## config.mk

```make
export PLATFORM = sky130hd
export DESIGN_NAME = depq_ctrl
export DESIGN_NICKNAME = d
export VERILOG_FILES = /design/src/hdl/depq_pkg.sv /design/src/hdl/depq_ctrl.sv
export SDC_FILE = /design/constraint.sdc
export NUM_CORES = 1
export LEC_CHECK = 0
export BUFFER_PORTS_ARGS = -buffer_cell sky130_fd_sc_hd__buf_4
export CAP_MARGIN = 20
export CORE_AREA = 3 3 40 42
export CTS_CLUSTER_DIAMETER = 40
export CTS_CLUSTER_SIZE = 24
export DETAILED_ROUTE_END_ITERATION = 8
export DIE_AREA = 0 0 43 45
export GPL_TIMING_DRIVEN = 0
export PLACE_DENSITY = 0.4
export SLEW_MARGIN = 15
export SYNTH_ARGS = -nofsm -noshare
export SYNTH_HDL_FRONTEND = slang
export SYNTH_SLANG_ARGS = --single-unit
export TNS_END_PERCENT = 30
```

## constraint.sdc

```tcl
create_clock -name clk -period 2.25 [get_ports clk]
set_clock_uncertainty 0.2 [all_clocks]
set_input_delay 0.225 -clock clk [delete_from_list [all_inputs] [get_ports clk]]
set_output_delay 0.225 -clock clk [all_outputs]
set_load 0.1 [all_outputs]
```

## src/hdl/depq_pkg.sv

```systemverilog
// Shared types and codes for the double-ended priority queue.
// No dependencies; used by every module of the block.
`timescale 1ns / 1ps

package depq_pkg;

  localparam int WORD_W = 32;
  localparam int OCC_W  = 7;

  typedef logic signed [WORD_W-1:0] word_t;

  typedef enum logic [1:0] {
    ACT_INSERT  = 2'd0,
    ACT_DEL_MAX = 2'd1,
    ACT_DEL_MIN = 2'd2
  } action_t;

  typedef enum logic [1:0] {
    ST_DONE  = 2'd0,
    ST_EMPTY = 2'd1,
    ST_FULL  = 2'd2
  } status_t;

  typedef enum logic [1:0] {
    S_IDLE,
    S_APPLY,
    S_PUBLISH
  } state_t;

  typedef struct packed {
    logic capture;
    logic apply;
    logic publish;
  } cmd_t;

endpackage

```

## src/hdl/depq_ctrl.sv

```systemverilog
// Sequencer for the queue: capture, apply, publish.
// Depends on depq_pkg; drives the datapath through depq_pkg::cmd_t.
`timescale 1ns / 1ps

module depq_ctrl (
  input  logic          clk,
  input  logic          rst,
  input  logic          in_valid,
  output logic          in_stall,
  output logic          out_valid,
  input  logic          out_stall,
  output depq_pkg::cmd_t cmd
);
  import depq_pkg::*;

  state_t state, state_next;
  logic   out_valid_next;

  always_ff @(posedge clk) begin
    if (rst) begin
      state     <= S_IDLE;
      out_valid <= 1'b0;
    end else begin
      state     <= state_next;
      out_valid <= out_valid_next;
    end
  end

  always_comb begin
    state_next  = state;
    cmd         = '0;
    in_stall    = 1'b1;
    unique case (state)
      S_IDLE: begin
        in_stall = 1'b0;
        if (in_valid) begin
          cmd.capture = 1'b1;
          state_next  = S_APPLY;
        end
      end
      S_APPLY: begin
        cmd.apply  = 1'b1;
        state_next = S_PUBLISH;
      end
      S_PUBLISH: begin
        if (!out_valid || !out_stall) begin
          cmd.publish = 1'b1;
          state_next  = S_IDLE;
        end
      end
      default: state_next = S_IDLE;
    endcase
  end

  always_comb begin
    out_valid_next = out_valid;
    if (out_valid && !out_stall) out_valid_next = 1'b0;
    if (cmd.publish) out_valid_next = 1'b1;
  end

`ifndef SYNTHESIS
  a_capture_then_apply: assert property (@(posedge clk) disable iff (rst)
    cmd.capture |=> cmd.apply)
    else $error("apply did not follow capture");
  a_publish_sets_valid: assert property (@(posedge clk) disable iff (rst)
    cmd.publish |=> out_valid)
    else $error("published item not presented");
  a_one_cmd: assert property (@(posedge clk) disable iff (rst)
    $onehot0({cmd.capture, cmd.apply, cmd.publish}))
    else $error("overlapping commands");
`endif

endmodule

```

==> metrics.txt <==
# TYPE chip_impl_metric gauge
chip_impl_info{name="status",value="finished clean"} 1
chip_impl_metric{name="pin_count",unit=""} 9
chip_impl_metric{name="power_report.internal_total",unit="mW"} 0.141
chip_impl_metric{name="reg2reg_setup_slack",unit="ns"} 1.30
chip_impl_metric{name="synth_sequential_area_ratio",unit="%"} 41.4
chip_impl_metric{name="synth_seq_cells",unit=""} 3
chip_impl_metric{name="routed_wirelength",unit="um"} 357
chip_impl_metric{name="syn-cell-area",unit="um^2"} 145
chip_impl_metric{name="p_sw_share",unit="%"} 36.9
chip_impl_metric{name="placement.io_buffers",unit=""} 8
chip_impl_metric{name="core",unit="um^2"} 1280
chip_impl_metric{name="grt_max_degree",unit=""} 6
chip_impl_metric{name="hold_path_depth",unit=""} 3
chip_impl_metric{name="num_cts_buffers",unit=""} 3
chip_impl_metric{name="syn-mean-instance-area",unit="um^2"} 9.07
chip_impl_metric{name="global_route_wire_length_before_repair",unit="um"} 545
chip_impl_info{name="timing.rr.start",value="state[0]$_SDFFE_PP0P_"} 1
chip_impl_metric{name="drive_above_1_share",unit="%"} 51.7
chip_impl_metric{name="fill_cells",unit=""} 138
chip_impl_metric{name="grtUsageMet3",unit="%"} 7.17
chip_impl_metric{name="drv.max_cap_violation_count",unit=""} 0
chip_impl_metric{name="floorplan.initialDensity",unit="%"} 11.3
chip_impl_metric{name="post_synth_num_cell_types",unit=""} 10
chip_impl_metric{name="f_max",unit="MHz"} 592
chip_impl_metric{name="insertion_delay",unit="ns"} 0.24
chip_impl_metric{name="power.share.combinational",unit="%"} 29.6
chip_impl_info{name="cts_tree",value="yes"} 1
chip_impl_metric{name="synth_largest_type_area_fraction",unit="%"} 41.4
chip_impl_metric{name="first_global_vias",unit=""} 146
chip_impl_metric{name="timing.final.crit_share",unit="%"} 75.1
chip_impl_metric{name="floorplan.die_area",unit="um^2"} 1940
chip_impl_metric{name="clk_pin_slew",unit="ns"} 0.04
chip_impl_metric{name="cts.path.max_buffers",unit=""} 2
chip_impl_metric{name="ir_drop",unit="uV"} 249
chip_impl_metric{name="cp_max_fo",unit=""} 5
chip_impl_info{name="critical-path-top-cell-by-count",value="buf_4"} 1
chip_impl_metric{name="timing_max_transition_violations_final",unit=""} 0
chip_impl_metric{name="diodes",unit=""} 0
chip_impl_info{name="synth_top_cells_by_area",value="dfxtp_1 (41%), a21oi_1 (10%), buf_4 (10%), nand2b_1 (8.6%), nor3b_2 (8.6%)"} 1
chip_impl_metric{name="p_leak",unit="nW"} 0.128
chip_impl_metric{name="drt-wirelength-per-cell",unit="um"} 8.11
chip_impl_metric{name="required",unit="ns"} 1.82
chip_impl_metric{name="totalPowerFinal",unit="mW"} 0.223
chip_impl_metric{name="worst_ep_arrival_time",unit="ns"} 1.27
chip_impl_info{name="most_frequent_cells_in_the_layout",value="buf_4 (10), a21oi_1 (3), clkbuf_4 (3), dfxtp_1 (3), nand2b_1 (2)"} 1
chip_impl_metric{name="clock_power_share",unit="%"} 43.9
chip_impl_metric{name="p_switching",unit="mW"} 0.0823
chip_impl_metric{name="fin_nets",unit=""} 34
chip_impl_info{name="hp-start",value="out_stall"} 1
chip_impl_info{name="path_delay_family",value="buffers and inverters"} 1
chip_impl_metric{name="globalRouteTotalUtil",unit="%"} 4.41
chip_impl_metric{name="critPathMaxStageDelay",unit="ns"} 0.34
chip_impl_metric{name="timing.final.hold_violations",unit=""} 0
chip_impl_info{name="timing.critical_path.to_type",value="primary output"} 1
chip_impl_metric{name="clock_tree.htree_level_count",unit=""} 1
chip_impl_metric{name="tns",unit="ns"} 0
chip_impl_metric{name="fp.dieH",unit="um"} 45
chip_impl_info{name="holdPathEnd",value="out_valid$_SDFFE_PP0P_"} 1
chip_impl_info{name="worst-setup-path-type",value="reg -> out"} 1
chip_impl_info{name="cpMaxStageDelayCell",value="dfxtp_1"} 1
chip_impl_metric{name="cts_resized",unit=""} 0
chip_impl_metric{name="measured_slew_at_the_worst_slew_check_pin",unit="ns"} 0.279
chip_impl_metric{name="rows",unit=""} 13
chip_impl_metric{name="place_congestion",unit=""} 0.621
chip_impl_metric{name="die_width",unit="um"} 43
chip_impl_metric{name="firstDrtPassIters",unit=""} 2
chip_impl_metric{name="post_synth_inst_count",unit=""} 16
chip_impl_metric{name="worst-r2r-cell-count",unit=""} 2
chip_impl_metric{name="synth-warning-count",unit=""} 0
chip_impl_metric{name="remaining_drc_errors",unit=""} 0
chip_impl_metric{name="grt_use_met1",unit="%"} 3.61
chip_impl_metric{name="drt-initial-drc-count",unit=""} 2
chip_impl_info{name="layout_commonest_cell",value="buf_4"} 1
chip_impl_info{name="rsz0062_at_grt",value="false"} 1
chip_impl_metric{name="drtAntennaViolNets",unit=""} 0
chip_impl_metric{name="slew_headroom",unit="%"} 81.6
chip_impl_info{name="globalRoute.busiestLayer",value="met3"} 1
chip_impl_info{name="hold_path_class",value="in -> reg"} 1
chip_impl_info{name="critPathLaunchType",value="flop"} 1
chip_impl_metric{name="place_hpwl",unit="um"} 259
chip_impl_metric{name="seq_power_share",unit="%"} 26.4
chip_impl_metric{name="number_of_endpoints_failing_setup_at_the_final_stage",unit=""} 0
chip_impl_metric{name="mappedNetlistNets",unit=""} 20
chip_impl_metric{name="cts_sinks",unit=""} 3
chip_impl_metric{name="grt_overflow",unit=""} 0
chip_impl_metric{name="grt_antenna_before_repair",unit=""} 0
chip_impl_metric{name="routed_vias_inst",unit=""} 3.50
chip_impl_info{name="timing.rr.end",value="state[0]$_SDFFE_PP0P_"} 1
chip_impl_info{name="cp_cell_sequence",value="nand2b_1 > a21oi_1 > buf_4 > buf_4"} 1
chip_impl_metric{name="critical_path.n_buffers_inverters",unit=""} 2
chip_impl_metric{name="final.min_clock_period",unit="ns"} 1.69
chip_impl_metric{name="via_count",unit=""} 154
chip_impl_info{name="yosysTopAreaCell",value="dfxtp_1"} 1
chip_impl_metric{name="groute.layer.met2.usage",unit="%"} 5.09
chip_impl_info{name="clock-root-buffer",value="clkbuf_4"} 1
chip_impl_metric{name="power_density",unit="nW/um^2"} 858
chip_impl_metric{name="areaGrowthSynthToFinish",unit="%"} 79.3
[metal layers]
metal	wire length [um]	share of wire (%)	up-vias
met1	129	36	67
met4	0	0	0
li1	-	-	78
met5	0	0	-
met2	147	41	9
met3	80	22	0
[area by class of cell]
class                   count  area (um^2)  share of cell area, %
plain buffers               2         15.0                   5.77
clock buffers               4         26.3                   10.1
multi-input cells          10         66.3                   25.5
repair buffers              9         70.1                   26.9
inverters                   1         3.75                   1.44
well taps                  15         18.8                   7.21
flip-flops and latches      3         60.1                   23.1
[cell usage after synthesis (all sizes together)]
cell    count
nand2       1
dfxtp       3
and2b       1
inv         1
a21oi       3
or2         1
nand2b      2
buf         2
nand4b      1
nor3b       1
[power groups by stage]
stage               sequential, mW  combinational, mW  clock [mW]
floorplan                   0.0633             0.0471           0
global placement            0.0596             0.0652           0
detailed placement          0.0595             0.0652           0
CTS                         0.0589             0.0666       0.103
global route                0.0593             0.0686       0.107
finish                      0.0590             0.0661      0.0981
[cells by family (layout without fill, tap and decap cells)]
family                 count (synthesis)  in the layout  synth area share (%)
AO/OA/AOI/OAI                          3              3                  10.3
flip-flops                             3              3                  41.4
buffers and inverters                  3             16                  12.9
AND/OR/NAND/NOR                        7              7                  35.3
[per-stage QoR]
| stage | setup WS, ns | area, um^2 | instances | hold slack [ns] | util [%] |
|---|---|---|---|---|---|
| after floorplan | 0.186 | 145 | 16 | 0.0941 | - |
| after global placement | 0.820 | 224 | 39 | 0.205 | 17.4 |
| after detailed placement | 0.831 | 224 | 39 | 0.204 | 17.4 |
| after CTS | 0.553 | 260 | 44 | 0.0486 | 20.3 |
| after global routing | 0.502 | 260 | 44 | 0.0677 | 20.3 |
| final | 0.560 | 260 | 44 | 0.0556 | 20.3 |
[worst max path at each step]
stage / slack (ns) / start / to / cells past startpoint
after global routing: 0.50 / state[0]$_SDFFE_PP0P_ / cmd[0] / 4
final: 0.56 / state[0]$_SDFFE_PP0P_ / cmd[0] / 4
after detailed placement: 0.83 / state[0]$_SDFFE_PP0P_ / cmd[0] / 4
after floorplan: 0.19 / state[0]$_SDFFE_PP0P_ / state[0]$_SDFFE_PP0P_ / 2
after CTS: 0.55 / state[0]$_SDFFE_PP0P_ / cmd[0] / 4
after global placement: 0.82 / state[0]$_SDFFE_PP0P_ / cmd[0] / 4
[repair_timing]
action | CTS | global route
setup endpoints to repair | 0 | 0
buffers inserted | 0 | 0
endpoints found under the hold margin | 2 | 0
hold buffers | 1 | 0
[state kept, by name, indices dropped and copies added (netlist names)]
register and cells:
state 2, out_valid 1
[worst register-to-register path, stage by stage, from the launching register on]
cell	delay, ns
dfxtp_1	0.34
nor3b_2	0.22
and2b_1	0.14
Power figures use the tool's default switching activity.
